`src/rtl/core/lef_pkg.sv`:
```
// lef_pkg: shared types and constants of the laplacian edge filter
// holds the command word passed from the front end, the result word and register codes
// no dependencies
package lef_pkg;

	localparam int PIX_W  = 24;
	localparam int CH_W   = 8;
	localparam int COL_W  = 10;
	localparam int ROW_W  = 12;
	localparam int CFG_W  = 13;
	localparam int FW_W   = 11;
	localparam int FH_W   = 13;

	localparam logic [FW_W-1:0] FRAME_WIDTH_RST  = 11'd640;
	localparam logic [FH_W-1:0] FRAME_HEIGHT_RST = 13'd480;

	// register indexes of the configuration port
	localparam logic REG_FRAME_WIDTH  = 1'b0;
	localparam logic REG_FRAME_HEIGHT = 1'b1;

	localparam int QUEUE_DEPTH = 8;
	localparam int QPTR_W      = $clog2(QUEUE_DEPTH);
	localparam int QLVL_W      = $clog2(QUEUE_DEPTH + 1);

	// classified item from the front end
	typedef struct packed {
		logic               pix;       // shifts the window and updates the line store
		logic               emit;      // gives one result word
		logic               interior;  // result uses the window, otherwise zero
		logic               last;
		logic [COL_W-1:0]   col;
		logic [ROW_W-1:0]   row;
		logic [PIX_W-1:0]   px;        // {red, green, blue}
	} cmd_t;

	typedef struct packed {
		logic               last;
		logic [ROW_W-1:0]   row;
		logic [COL_W-1:0]   col;
		logic [CH_W-1:0]    blue;
		logic [CH_W-1:0]    green;
		logic [CH_W-1:0]    red;
	} res_t;

endpackage

```
`src/rtl/core/lef_queue.sv`:
```
// lef_queue: result queue between the kernel and the output channel
// register-based fifo whose head drives the output; depends on lef_pkg
module lef_queue (
	input  logic                       clk,
	input  logic                       arst_n,
	input  logic                       push,
	input  lef_pkg::res_t              push_data,
	input  logic                       pop,
	output logic                       not_empty,
	output lef_pkg::res_t              head,
	output logic [lef_pkg::QLVL_W-1:0] level
);
	import lef_pkg::*;

	res_t              fifo_q [QUEUE_DEPTH];
	logic [QPTR_W-1:0] wr_ptr_q, rd_ptr_q;
	logic [QLVL_W-1:0] level_q;
	logic              do_pop;

	assign not_empty = level_q != '0;
	assign do_pop    = pop & not_empty;
	assign head      = fifo_q[rd_ptr_q];
	assign level     = level_q;

	always_ff @(posedge clk) begin
		if (push) begin
			fifo_q[wr_ptr_q] <= push_data;
		end
	end

	always_ff @(posedge clk or negedge arst_n) begin
		if (!arst_n) begin
			wr_ptr_q <= '0;
			rd_ptr_q <= '0;
			level_q  <= '0;
		end else begin
			if (push) begin
				wr_ptr_q <= wr_ptr_q + QPTR_W'(1);
			end
			if (do_pop) begin
				rd_ptr_q <= rd_ptr_q + QPTR_W'(1);
			end
			level_q <= level_q + QLVL_W'(push) - QLVL_W'(do_pop);
		end
	end

endmodule

```
`config.mk`:
```
export PLATFORM = sky130hd
export DESIGN_NAME = lef_queue
export DESIGN_NICKNAME = d
export VERILOG_FILES = /design/src/rtl/core/lef_pkg.sv /design/src/rtl/core/lef_queue.sv
export SDC_FILE = /design/constraint.sdc
export NUM_CORES = 1
export LEC_CHECK = 0
export BUFFER_PORTS_ARGS = -buffer_cell sky130_fd_sc_hd__buf_2
export CELL_PAD_IN_SITES_DETAIL_PLACEMENT = 0
export CELL_PAD_IN_SITES_GLOBAL_PLACEMENT = 1
export CORE_MARGIN = 2
export CORE_UTILIZATION = 23
export CTS_BUF_LIST = sky130_fd_sc_hd__clkbuf_4 sky130_fd_sc_hd__clkbuf_8 sky130_fd_sc_hd__clkbuf_16
export DETAILED_ROUTE_END_ITERATION = 8
export PLACE_DENSITY_LB_ADDON = 0.1
export SETUP_SLACK_MARGIN = 0.2
export SYNTH_ARGS = -nofsm -noshare
export SYNTH_HDL_FRONTEND = slang
export SYNTH_SLANG_ARGS = --single-unit
```
`constraint.sdc`:
```
create_clock -name clk -period 5.45 [get_ports clk]
set_clock_uncertainty 0.15 [all_clocks]
set_input_delay 0 -clock clk [delete_from_list [all_inputs] [get_ports clk]]
set_output_delay 0 -clock clk [all_outputs]
set_load 0.01 [all_outputs]
```
After elaboration in Yosys (flattened, before gate mapping)
Memories as Yosys holds them, arrays and structs flattened. Index checks and enable logic that the tools add are counted.

Bits in registers: 10. Memory bits (writable): 376. Input port bits: 51. Logic and storage cells: 12. Memories kept: 1.

Memory list: fifo_q (words 8, width 47, rd ports 1, clocked after Yosys merged registers in 0, wr ports 1, line lef_queue.sv:15) `res_t fifo_q [QUEUE_DEPTH];`.

$add $sub $neg: 4. Multiplexer cells: 2. Bitwise gates (word level): 1. Reductions and logical operators: 1.

Operator list (count): $add A3 B1 Y3 const B (2); $add A4 B1 Y4 (1); $reduce_bool A4 Y1 (1); $sub A4 B1 Y4 (1); $mux W1 (2); $and A1 B1 Y1 (1).

Logic depth before layout (Yosys ltp)
Depth after elaboration: 3. Gate-level depth with buffers: 11. Depth with buffers taken out: 11.

Worst setup path before layout
OpenSTA, ideal clock, no wires.

Path type: reg-to-reg. From: reg wr_ptr_q[1]. To: mem fifo_q[0][0] in the netlist's numbering (enable). Arrival time: 3784 ps. Slack: 1006 ps. Stages on the path, launching flop included: 3. Buffers on the path: 0. Cell sequence: dfrtp_1 -> nand2b_1 -> nor3_1.

RTL lines: from (decl) (line lef_queue.sv:16) `logic [QPTR_W-1:0] wr_ptr_q, rd_ptr_q;`; from (signal assigned) (line lef_queue.sv:38) `wr_ptr_q <= wr_ptr_q + QPTR_W'(1);`; to (decl) (line lef_queue.sv:15).

Straight into the memory's write port.

==> metrics.md <==
| Metric | Value |
|---|---|
| Status | `finished, final reports clean` |
| Crit-path slowest cell | `dfrtp_4` |
| LEAKAGE | `5.90 nW` |
| Wirelength per Cell | `21.3 um` |
| Largest net degree at the start of global routing | `63` |
| Max Freq | `0.295 GHz` |
| Crit Path Category | `reg -> out` |
| Netlist area before placement | `0.0147 mm^2` |
| R2R Path End | `level[2]$_DFF_PN0_` |
| Largest stage delay on the critical path | `1.13 ns` |
| Origin of the critical flop-to-flop path | `level[2]$_DFF_PN0_` |
| Total iterations of the first detailed-routing run | `4` |
| Hold_sp | `push_data[30]` |
| Worst path cell trace | `buf_4 > mux4_2 > mux2_2 > buf_2` |
| Initial antenna violation count | `3` |
| Core area | `0.0631 mm^2` |
| I/O Buffers | `102` |
| Drt total wl | `35.4 mm` |
| #FFs+latches synth | `386` |
| GRT Util Overall | `0.109` |
| Worst setup slack after layout | `2.06 ns` |
| Die area | `0.0658 mm^2` |
| Boundary Pins | `103` |
| Period utilisation layout | `0.621` |
| Hold_buf cts | `51` |
| Max cap viols | `0` |
| Drt first-iter violations | `304` |
| Via-to-Cell Ratio | `4.03` |
| Seq/Total Area, Yosys | `0.787` |
| Placed cell count | `1532` |
| Hold Slack | `0.0846 ns` |
| Cell variety after synth | `21` |
| Worst setup SP type | `flip-flop` |
| Via count | `6706` |
| Warnings, synthesis | `0` |
| Layout cell share with drive strength beyond 1 | `0.415` |
| Worst Setup SP | `rd_ptr_q[2]$_DFFE_PN0P_` |
| Worst path arrival time | `3.24 ns` |
| Post-DRT Antenna Nets | `0` |
| H-tree level count | `2` |
| # rows | `92` |
| Global placer's final weighted congestion | `0.650` |
| Area growth, synth to finish | `24.3%` |
| Syn_area_per_cell | `24.5 um^2` |
| Clock Latency Late Sink | `0.56 ns` |
| HP Class | `in -> reg` |
| Fill cell total of the finished layout | `6279` |
| DRC | `0` |
| Setup WS pre-CTS | `2.56 ns` |
| # clock sinks | `386` |
| R2r setup slk | `2.72 ns` |
| Total Neg Setup Slack | `0 ns` |
| Chip height | `256 um` |
| Worst slew pin tran | `1.09 ns` |
| Final setup violating endpoints | `0` |
| Synth Instances | `598` |
| Fin util | `0.289` |
| Fin nets | `845` |
| CTS Buf Count | `47` |
| Unrepaired setup endpoints after global routing | `false` |
| Worst Hold End | `fifo_q[7][30]$_DFFE_PP_` |
| Area after DPL | `0.0162 mm^2` |
| Final Cell Area | `0.0182 mm^2` |
| Post-cts resize count | `0` |
| Final Power | `9.73 mW` |
| Fin crit period | `3.39 ns` |
| Die X-Extent | `256 um` |
| Diodes inserted | `0` |
| Worst setup EP type | `output pin` |
| First-pass GRT wire length | `52.0 mm` |
| CTS max path bufs | `3` |
| Cell Pwr Density | `534 mW/mm^2` |
| Clock transition at the registers of the reported paths | `0.06 ns` |
| Final slew viol count | `0` |
| CP Data Required Time | `5.30 ns` |
| Final HPWL from detailed placement | `18.4 mm` |
| CTS Root Cell | `clkbuf_16` |
| Hold path depth | `2` |
| Worst-path fanout max | `62` |
| Post-synth net total | `657` |
| Starting Density | `0.232` |
| Post-Layout Cell Count | `1666` |
| Vias in the first global route | `7653` |
| Total gr overflow | `0` |
| Reg2Reg Depth | `11` |
| TritonCTS clock tree | `yes` |
| Worst vdd rail ir drop | `234 uV` |
| Setup bufs post-CTS | `0` |
| Slew HR | `0.272` |
| Hold Fails Final Rpt | `0` |
==> metal layers <==
metal	global-route usage	wire (um)	vias to the layer above
met2	0.186	17500	122
met5	0	40	-
li1	-	-	2912
met1	0.136	15600	3610
met4	0.0283	682	6
met3	0.0286	1560	56
==> worst max path at each step <==
stage	to	slack (ns)	cells past startpoint
floorplan	fifo_q[0][0]$_DFFE_PP_	1.01	2
global placement	head[3]	2.62	4
detailed placement	head[44]	2.56	4
CTS	head[44]	1.93	4
global route	head[27]	1.87	4
finish	head[44]	2.06	4
==> Yosys cell counts, drive strengths merged <==
cell type	number	area share
nand3	1	0.00034
a21o	1	0.00051
nand2	4	0.0010
or3b	1	0.00060
dfrtp	10	0.017
xor2	2	0.0012
buf	20	0.0091
nor3	2	0.00068
mux4	94	0.14
nor2	6	0.0015
a21oi	1	0.00034
nand2b	3	0.0013
clkbuf	7	0.0018
ha	7	0.0060
edfxtp	376	0.77
inv	9	0.0023
fa	1	0.0014
xnor2	4	0.0024
mux2	49	0.038
==> placed cells by master, fill, tap and decap left out, drive strengths merged, types with 3 or more instances in the layout <==
| cell | synthesis | routed |
|---|---|---|
| edfxtp | 376 | 376 |
| buf | 20 | 115 |
| mux4 | 94 | 94 |
| clkbuf | 7 | 56 |
| dlygate4sd3 | 0 | 51 |
| mux2 | 49 | 49 |
| clkinv | 0 | 21 |
| inv | 9 | 11 |
| dfrtp | 10 | 10 |
| ha | 7 | 7 |
| nor2 | 6 | 6 |
| xnor2 | 4 | 4 |
| nand2 | 4 | 4 |
| nand2b | 3 | 3 |
| bufinv | 0 | 3 |
==> cell families after synthesis <==
group           count (synthesis)  synth area share
buf+inv                        36            0.0132
simple gates                   17           0.00546
mux                           143             0.182
flops                         386             0.787
fa+ha+maj                       8           0.00734
xor+xnor                        6           0.00359
compound gates                  2          0.000854
==> worst max-delay path: cells and delay by family (launching register included) <==
family | cells | cell delay (ns)
buffers and inverters | 2 | 0.80
flip-flops | 1 | 1.13
multiplexers | 2 | 0.70
==> sequential cells by signal, summed over array words and instances (netlist names) <==
signal / count
wr_ptr_q: 3
level: 4
fifo_q: 376
rd_ptr_q: 3
==> final cells by class <==
type / count / area (um^2) / share of cell area
multi-input combinational: 176 / 2980 / 0.163
clock inverter: 27 / 215 / 0.0118
tap: 846 / 1060 / 0.0581
inverter: 9 / 33.8 / 0.00186
timing repair buffer: 166 / 1130 / 0.0621
sequential: 386 / 11600 / 0.634
clock buffer: 56 / 1240 / 0.0683
==> report_power, final <==
group	leakage (nW)	internal (mW)	switching [mW]
Clock	0.729	1.76	1.19
Combinational	1.64	1.34	1.29
Sequential	3.53	3.74	0.412
Total	5.90	6.84	2.89
No activity file was read; power rests on OpenSTA's default activity.
