`src/rtl/core/lef_pkg.sv`:
```
// lef_pkg: shared types and constants of the laplacian edge filter
// holds the command word passed from the front end, the result word and register codes
// no dependencies
package lef_pkg;

	localparam int PIX_W  = 24;
	localparam int CH_W   = 8;
	localparam int COL_W  = 10;
	localparam int ROW_W  = 12;
	localparam int CFG_W  = 13;
	localparam int FW_W   = 11;
	localparam int FH_W   = 13;

	localparam logic [FW_W-1:0] FRAME_WIDTH_RST  = 11'd640;
	localparam logic [FH_W-1:0] FRAME_HEIGHT_RST = 13'd480;

	// register indexes of the configuration port
	localparam logic REG_FRAME_WIDTH  = 1'b0;
	localparam logic REG_FRAME_HEIGHT = 1'b1;

	localparam int QUEUE_DEPTH = 8;
	localparam int QPTR_W      = $clog2(QUEUE_DEPTH);
	localparam int QLVL_W      = $clog2(QUEUE_DEPTH + 1);

	// classified item from the front end
	typedef struct packed {
		logic               pix;       // shifts the window and updates the line store
		logic               emit;      // gives one result word
		logic               interior;  // result uses the window, otherwise zero
		logic               last;
		logic [COL_W-1:0]   col;
		logic [ROW_W-1:0]   row;
		logic [PIX_W-1:0]   px;        // {red, green, blue}
	} cmd_t;

	typedef struct packed {
		logic               last;
		logic [ROW_W-1:0]   row;
		logic [COL_W-1:0]   col;
		logic [CH_W-1:0]    blue;
		logic [CH_W-1:0]    green;
		logic [CH_W-1:0]    red;
	} res_t;

endpackage

```
`src/rtl/core/lef_front.sv`:
```
// lef_front: accepts words, keeps frame position, drain and completion state
// registers the classified command for the back end; depends on lef_pkg
module lef_front #(
	parameter int MAX_WIDTH  = 1024,
	parameter int MAX_HEIGHT = 4096
) (
	input  logic                         clk,
	input  logic                         arst_n,
	input  logic                         cfg_we,
	input  logic                         cfg_index,
	input  logic [lef_pkg::CFG_W-1:0]    cfg_data,
	input  logic                         accept,
	input  logic                         op_flush,
	input  logic [lef_pkg::PIX_W-1:0]    px,
	output logic                         valid_s1,
	output lef_pkg::cmd_t                cmd_s1,
	output logic [$clog2(MAX_WIDTH)-1:0] addr_s1
);
	import lef_pkg::*;

	localparam int CW  = $clog2(MAX_WIDTH);
	localparam int RW  = $clog2(MAX_HEIGHT);
	localparam int EW  = CW + 1;
	localparam int EH  = RW + 1;
	localparam int EW2 = EW + 1;
	localparam int EH2 = EH + 1;
	localparam int WXW = (EW > FW_W) ? EW : FW_W;
	localparam int HXW = (EH > FH_W) ? EH : FH_W;

	logic [FW_W-1:0] frame_width_q;
	logic [FH_W-1:0] frame_height_q;
	logic [CW-1:0]   in_col_q, out_col_q;
	logic [RW-1:0]   in_row_q, out_row_q;
	logic            frame_done_q, draining_q;

	logic [EW-1:0]   eff_w;
	logic [EH-1:0]   eff_h;
	logic            flush, pixel, restart, due, emit, interior;
	logic            in_end_col, in_end_row, end_col, last;
	logic [CW-1:0]   c, oc, in_col_n, out_col_n;
	logic [RW-1:0]   r, orow, in_row_n, out_row_n;

	always_comb begin
		if (frame_width_q == '0) begin
			eff_w = EW'(1);
		end else if (WXW'(frame_width_q) > WXW'(MAX_WIDTH)) begin
			eff_w = EW'(MAX_WIDTH);
		end else begin
			eff_w = EW'(frame_width_q);
		end
		if (frame_height_q == '0) begin
			eff_h = EH'(1);
		end else if (HXW'(frame_height_q) > HXW'(MAX_HEIGHT)) begin
			eff_h = EH'(MAX_HEIGHT);
		end else begin
			eff_h = EH'(frame_height_q);
		end
	end

	always_comb begin
		// a pixel while draining acts as a flush
		flush   = op_flush | draining_q;
		pixel   = ~flush;
		restart = pixel & frame_done_q;
		c       = restart ? '0 : in_col_q;
		r       = restart ? '0 : in_row_q;
		oc      = restart ? '0 : out_col_q;
		orow    = restart ? '0 : out_row_q;

		due  = (r >= RW'(2)) || ((r == RW'(1)) && (c != '0));
		emit = flush ? draining_q : due;

		interior = pixel && (oc != '0) && (EW2'(oc) + EW2'(2) <= EW2'(eff_w))
			&& (orow != '0) && (EH2'(orow) + EH2'(2) <= EH2'(eff_h));
		end_col = (EW'(oc) + EW'(1)) >= eff_w;
		last    = end_col && ((EH'(orow) + EH'(1)) >= eff_h);

		in_end_col = (EW'(c) + EW'(1)) >= eff_w;
		in_end_row = (EH'(r) + EH'(1)) >= eff_h;
		in_col_n   = in_end_col ? '0 : c + CW'(1);
		in_row_n   = in_end_col ? (in_end_row ? '0 : r + RW'(1)) : r;

		if (!emit) begin
			out_col_n = oc;
			out_row_n = orow;
		end else if (last) begin
			out_col_n = '0;
			out_row_n = '0;
		end else if (end_col) begin
			out_col_n = '0;
			out_row_n = orow + RW'(1);
		end else begin
			out_col_n = oc + CW'(1);
			out_row_n = orow;
		end
	end

	always_ff @(posedge clk or negedge arst_n) begin
		if (!arst_n) begin
			frame_width_q  <= FRAME_WIDTH_RST;
			frame_height_q <= FRAME_HEIGHT_RST;
		end else if (cfg_we) begin
			unique case (cfg_index)
				REG_FRAME_WIDTH:  frame_width_q  <= cfg_data[FW_W-1:0];
				REG_FRAME_HEIGHT: frame_height_q <= cfg_data[FH_W-1:0];
				default:          frame_width_q  <= frame_width_q;
			endcase
		end
	end

	always_ff @(posedge clk or negedge arst_n) begin
		if (!arst_n) begin
			in_col_q     <= '0;
			in_row_q     <= '0;
			out_col_q    <= '0;
			out_row_q    <= '0;
			frame_done_q <= 1'b0;
			draining_q   <= 1'b0;
			valid_s1     <= 1'b0;
		end else begin
			valid_s1 <= accept & (pixel | emit);
			if (accept) begin
				out_col_q <= out_col_n;
				out_row_q <= out_row_n;
				if (pixel) begin
					in_col_q     <= in_col_n;
					in_row_q     <= in_row_n;
					frame_done_q <= emit & last;
					draining_q   <= in_end_col & in_end_row & ~(emit & last);
				end else begin
					frame_done_q <= frame_done_q | (emit & last);
					draining_q   <= draining_q & ~(emit & last);
				end
			end
		end
	end

	always_ff @(posedge clk) begin
		if (accept) begin
			cmd_s1.pix      <= pixel;
			cmd_s1.emit     <= emit;
			cmd_s1.interior <= interior;
			cmd_s1.last     <= last;
			cmd_s1.col      <= COL_W'(oc);
			cmd_s1.row      <= ROW_W'(orow);
			cmd_s1.px       <= px;
			addr_s1         <= c;
		end
	end

endmodule

```
`config.mk`:
```
export PLATFORM = sky130hd
export DESIGN_NAME = lef_front
export DESIGN_NICKNAME = d
export VERILOG_FILES = /design/src/rtl/core/lef_pkg.sv /design/src/rtl/core/lef_front.sv
export SDC_FILE = /design/constraint.sdc
export NUM_CORES = 1
export LEC_CHECK = 0
export BUFFER_PORTS_ARGS = -buffer_cell sky130_fd_sc_hd__buf_2
export CAP_MARGIN = 10
export CORE_MARGIN = 1.5
export CORE_UTILIZATION = 59
export DETAILED_ROUTE_END_ITERATION = 10
export PLACE_DENSITY = 0.84
export RECOVER_POWER = 50
export SKIP_LAST_GASP = 1
export SYNTH_ARGS = -nofsm -noshare
export SYNTH_HDL_FRONTEND = slang
export SYNTH_SLANG_ARGS = --single-unit
```
`constraint.sdc`:
```
create_clock -name clk -period 6 [get_ports clk]
set_input_delay 0.3 -clock clk [delete_from_list [all_inputs] [get_ports clk]]
set_output_delay 0.3 -clock clk [all_outputs]
set_load 0.02 [all_outputs]
```
# --- Word-level counts from Yosys, hierarchy flattened ---
# Cells that the tools add are included.
word_totals:
  regBits: 131
  inputBits: 43
  out_inout_bits: 61
  elab_cells: 84
classes:
  addsub: 10
  order_cmp: 9
  n_eq_ne: 1
  mux: 20
  bitwise_logic: 12
  n_reduce_logical: 15
op_table:
  columns: ["op", "n"]
  rows:
  - ["12-bit two-way mux", 7]
  - ["10-bit two-way mux", 6]
  - ["12-bit by 1-bit adder with 13-bit output, second input constant", 2]
  - ["13-bit >= comparator", 2]
  - ["13-bit two-way mux", 2]
  - ["12-bit by 1-bit adder with 12-bit output, second input constant", 2]
  - ["10-bit by 1-bit adder with 11-bit output, second input constant", 2]
  - ["11-bit >= comparator", 2]
  - ["11-bit two-way mux", 2]
  - ["10-bit by 1-bit adder with 10-bit output, second input constant", 2]
  - ["10-bit nonzero test", 2]
  - ["12-bit by 2-bit adder with 13-bit output, second input constant", 1]
  - ["13-bit greater-than comparator, second input constant", 1]
  - ["13-bit less-or-equal comparator", 1]
  - ["13-bit logical NOT", 1]
  - ["12-bit by 1-bit equality test with 1-bit output, second input constant", 1]
  - ["12-bit by 2-bit >= comparator with 1-bit output, second input constant", 1]
  - ["12-bit nonzero test", 1]
  - ["10-bit by 2-bit adder with 11-bit output, second input constant", 1]
  - ["11-bit greater-than comparator, second input constant", 1]
  - ["11-bit less-or-equal comparator", 1]
  - ["11-bit logical NOT", 1]
  - ["1-bit AND", 6]
  - ["1-bit logical AND", 6]
  - ["other kinds (5)", 13]

# --- Depth between registers and ports, before layout ---
logic_depth:
  ltp_word: 12
  depth_mapped: 21
  depth_no_buf: 17

# --- Least setup slack after synthesis ---
# Ideal clock, no wire load.
synth_path:
  path_type: "flip-flop to flip-flop"
  startpoint: "register frame_done_q"
  endpoint: "register out_col_q[9]"
  setup_ns: 0.079
  arrival_time_ns: 4.300
  required_ns: 5.921
  setup_slack_ns: 1.620
  stages_incl_launch_ff: 21
  path_buffers: 5
  synth_period_minus_slack_ns: 4.380
  path_cell_list: "dfrtp_1 or3b_1 buf_2 buf_1 clkbuf_1 nand2_1 inv_1 ha_1 and3_1 nand3_1 nor3_1 xnor2_1 ha_1 a2111o_1 a211oi_1 a211o_1 buf_2 and3b_1 buf_2 nand3_1 mux2i_1"
synth_via:
  elab_chain_cells: 7
  word_cells_on_any_way: 20
  classes_between: "3 x add/sub; 3 x order compare; 1 x eq/ne; 8 x mux; 1 x bitwise; 4 x reduce/logical"
synth_lines:
  columns: ["element", "line_no", "source"]
  rows:
  - ["start, declared", "lef_front.sv:34", "logic frame_done_q, draining_q;"]
  - ["start signal, assigned", "lef_front.sv:128", "frame_done_q <= emit & last;"]
  - ["start signal, assigned", "lef_front.sv:131", "frame_done_q <= frame_done_q | (emit & last);"]
  - ["1-bit AND *", "lef_front.sv:64", "restart = pixel & frame_done_q;"]
  - ["10-bit two-way mux *", "lef_front.sv:67", "oc = restart ? '0 : out_col_q;"]
  - ["via oc[1]", "lef_front.sv:40", "logic [CW-1:0] c, oc, in_col_n, out_col_n;"]
  - ["10-bit by 1-bit adder with 11-bit output", "lef_front.sv:75", "end_col = (EW'(oc) + EW'(1)) >= eff_w;"]
  - ["11-bit >= comparator", "lef_front.sv:75", null]
  - ["10-bit two-way mux / 1-bit logical AND (equally long branches)", "lef_front.sv:89, lef_front.sv:76", null]
  - ["10-bit two-way mux *", "lef_front.sv:86", "end else if (last) begin"]
  - ["10-bit two-way mux *", "lef_front.sv:83", "if (!emit) begin"]
  - ["end signal, assigned", "lef_front.sv:123", "out_col_q <= out_col_n;"]
  - ["end, declared", "lef_front.sv:32", "logic [CW-1:0] in_col_q, out_col_q;"]
# The timed path passes the listed nets; every way through them passes the cells marked *.
# A chain may end at the register's enable or synchronous reset.

# --- Final worst setup path ---
# Ends and elaborated chain as after synthesis.

==> flow_summary.toml <==
[drt]
firstDrtPassIters = 6
ant_nets = 0
vias = 6407
post-route-drc-count = 0
vias_per_cell = 6.14
wl_per_cell_um = 18.3
drt_iter0_drc = 525
routed_wl_mm = 19.1

[clocking]
clk-insertion-delay-late_ns = 0.43
cts_buffers = 17
post_cts_resized = 0
clkSinkCount = 131
cts_buffer_depth = 2
clk_pin_slew_ns = 0.06
post_cts_buffers = 0
cts_hold_buf = 0
cts-root-buf = "clkbuf_16"
cts_htree_levels = 4
cts_tree = "done"

[synth]
async_flop_share = 0.542
yosys.area_share.simple = 0.164
syn_inst = 755
synthMuxAreaShare = 0.0352
syn-cell-area_um2 = 7920
synth_top_family_by_area = "simple AND/OR/NAND/NOR gates"
post-synth-top-count-cell = "nand2_1"
yosys_register_bits = 131
synth_ff_type = "dfrtp_1"
syn_avg_cell_area_um2 = 10.5
ys_types = 67
synth_top_area_cell = "edfxtp_1"
synth_common_cells = "88 x nand2_1, 82 x ha_1, 65 x dfrtp_1"
synth_edf_count = 60
synth.area.top_cells = "edfxtp_1 23%, dfrtp_1 21%, ha_1 13%, nand2_1 4.2%, xnor2_1 3.3%"
synthAdderAreaFrac = 0.130
synth_compound_area_frac = 0.131
synth_nets = 880
yosysSeqAreaShare = 0.453
synth_xor_area_frac = 0.0542
ys_warn_count = 0
yosys.area.top_type_share = 0.228

[sta]
setup_viol = 0
fin_crit_sh = 0.885
finClkSkew_ns = 0.00772
clock.fmax_mhz = 188
timing.final.crit_period_ns = 5.31
tns_ns = 0
worst_pin_slew_ns = 3.97
rsz0062_at_grt = "no"
slew_viol_final = 141
hold_viol_final = 0
slew_headroom = -1.65

[cells_and_area]
drive_gt1_frac = 0.202
antenna_cells = 0
fin_util = 0.695
syn2layout_area_growth_pct = 15.9
num-nets-final = 980
multi_input_area_um2 = 4080
regArea_um2 = 3590
fill_cells = 939

[place]
gp_congestion = 0.948
dp_hpwl_mm = 13.5
io_buffers = 103

[global_route]
grt_use_met3 = 0.0560
busiest_layer = "met2"
grt_pass1_wl_mm = 31.6
met2_usage = 0.462
grt_pass1_vias = 6195
overflow = 0
grt_usage = 0.285
grt_max_degree = 72
grt_util_met1 = 0.383
grt_antenna_before_repair = 0

[floorplan]
ios = 104
die_h_um = 119
coreArea_um2 = 13200
row_count = 42
die-area_um2 = 14100
die_w_um = 119
initial_core_util = 0.600

[min_path]
hold_class = "input pin to register"

[critical_path]
worst-r2r-cell-count = 15
crit_path_start = "frame_done_q$_DFFE_PN0P_"
r2r_slack_ns = 0.69
arrival_ns = 5.66
worstReg2RegStart = "frame_done_q$_DFFE_PN0P_"
cp.required_ns = 6.35
crit_end = "out_col_q[9]$_DFFE_PN0P_"
r2r-end = "out_col_q[9]$_DFFE_PN0P_"
cp-end-kind = "register"
startpoint_type = "register"
cp_max_fo = 29
critPathKind = "register to register"

[status]
violations = "capacitance limit, slew limit"
status = "finished, violations left"

[power]
p_per_area_nw_per_um2 = 367
p_leak_nw = 4.26
ir_worst_vdd_uv = 218

[flow_run]
drv_cap = 2
-- report_power, final --
part | internal [mW] | total, mW | switching [mW]
Sequential | 1.09 | 1.23 | 0.134
Clock | 0.688 | 1.06 | 0.376
Combinational | 0.439 | 1.08 | 0.639
Total | 2.22 | 3.37 | 1.15
-- cell usage in the layout (no fill, tap or decap), types with 5 or more instances in the layout --
cell type | netlist | layout
buf_2 | 4 | 101
nand2_1 | 88 | 88
ha_1 | 82 | 82
dfrtp_1 | 65 | 65
edfxtp_1 | 60 | 60
nor2_1 | 54 | 54
inv_1 | 34 | 34
xnor2_1 | 30 | 30
a21oi_1 | 30 | 30
o21ai_0 | 30 | 30
a22o_1 | 26 | 26
nand3_1 | 24 | 24
mux2_2 | 23 | 23
xor2_1 | 19 | 19
clkbuf_16 | 0 | 17
nand4_1 | 14 | 14
and2_1 | 14 | 14
and3_1 | 13 | 13
a21o_1 | 13 | 13
nor2b_1 | 9 | 9
nor3_1 | 8 | 8
nor4_1 | 8 | 8
clkbuf_1 | 18 | 7
and4_1 | 6 | 6
a211oi_1 | 6 | 6
clkinv_2 | 0 | 6
dfstp_2 | 6 | 6
nand2b_1 | 5 | 5
buf_4 | 0 | 5
-- worst min-delay path by stage --
stage | from | to | slack [ns] | cells after the start
2_1_floorplan | arst_n | draining_q$_DFFE_PN0P_ | 0.004 | 0
6_report | px[10] | cmd_s1[10]$_DFFE_PP_ | 0.05 | 1
4_1_cts | px[18] | cmd_s1[18]$_DFFE_PP_ | 0.04 | 1
5_1_grt | px[0] | cmd_s1[0]$_DFFE_PP_ | 0.04 | 1
3_5_place_dp | px[23] | cmd_s1[23]$_DFFE_PP_ | 0.48 | 1
3_3_place_gp | px[4] | cmd_s1[4]$_DFFE_PP_ | 0.48 | 1
-- sequential cells by signal, summed over array words and instances (netlist names), 10 cells and up --
| register | count |
|---|---|
| addr_s1 | 10 |
| cmd_s1 | 50 |
| frame_height_q | 13 |
| frame_width_q | 11 |
| in_col_q | 10 |
| in_row_q | 12 |
| out_col_q | 10 |
| out_row_q | 12 |
-- logic make-up after synthesis --
kind of cell,count (synthesis)
xor+xnor,49
fa+ha+maj,82
simple gates,261
buf+inv,63
flops,131
mux,25
compound gates,144
-- area by class of cell --
| cell class | instances | area share |
|---|---|---|
| Clock buffer | 20 | 0.0476 |
| Clock inverter | 12 | 0.0177 |
| Inverter | 34 | 0.0139 |
| Multi-Input combinational cell | 561 | 0.445 |
| Sequential cell | 131 | 0.391 |
| Tap cell | 176 | 0.0240 |
| Timing Repair Buffer | 110 | 0.0608 |
-- worst max-delay path: stages (launching register included) --
cell and delay (ns):
dfrtp_1 0.46, or3b_1 0.86, nand2_1 0.23, inv_1 0.20
ha_1 0.24, and3_1 0.23, nand3_1 0.22, nor3_1 0.43
xnor2_1 0.12, ha_1 0.31, a2111o_1 0.45, a211oi_1 0.25
a211o_1 0.37, and3b_1 0.52, a31oi_1 0.15, mux2i_1 0.19
-- through the flow --
stage | instance area, um2 | total power, mW | cells | hold slack [ns] | setup WS [ns]
2_1_floorplan | 7920 | 1.98 | 755 | 0.00441 | 1.62
3_3_place_gp | 8580 | 2.25 | 1012 | 0.476 | 1.14
3_5_place_dp | 8580 | 2.29 | 1012 | 0.478 | 0.901
4_1_cts | 9180 | 3.35 | 1044 | 0.0440 | 0.849
5_1_grt | 9170 | 3.55 | 1044 | 0.0432 | 0.429
6_report | 9170 | 3.37 | 1044 | 0.0508 | 0.690
-- per-layer routing --
metal	vias up	wire (um)
li1	2963	-
met1	3064	8180
met2	328	9020
met3	52	1500
met4	0	452
met5	-	0
(Power assumes the default switching activity.)
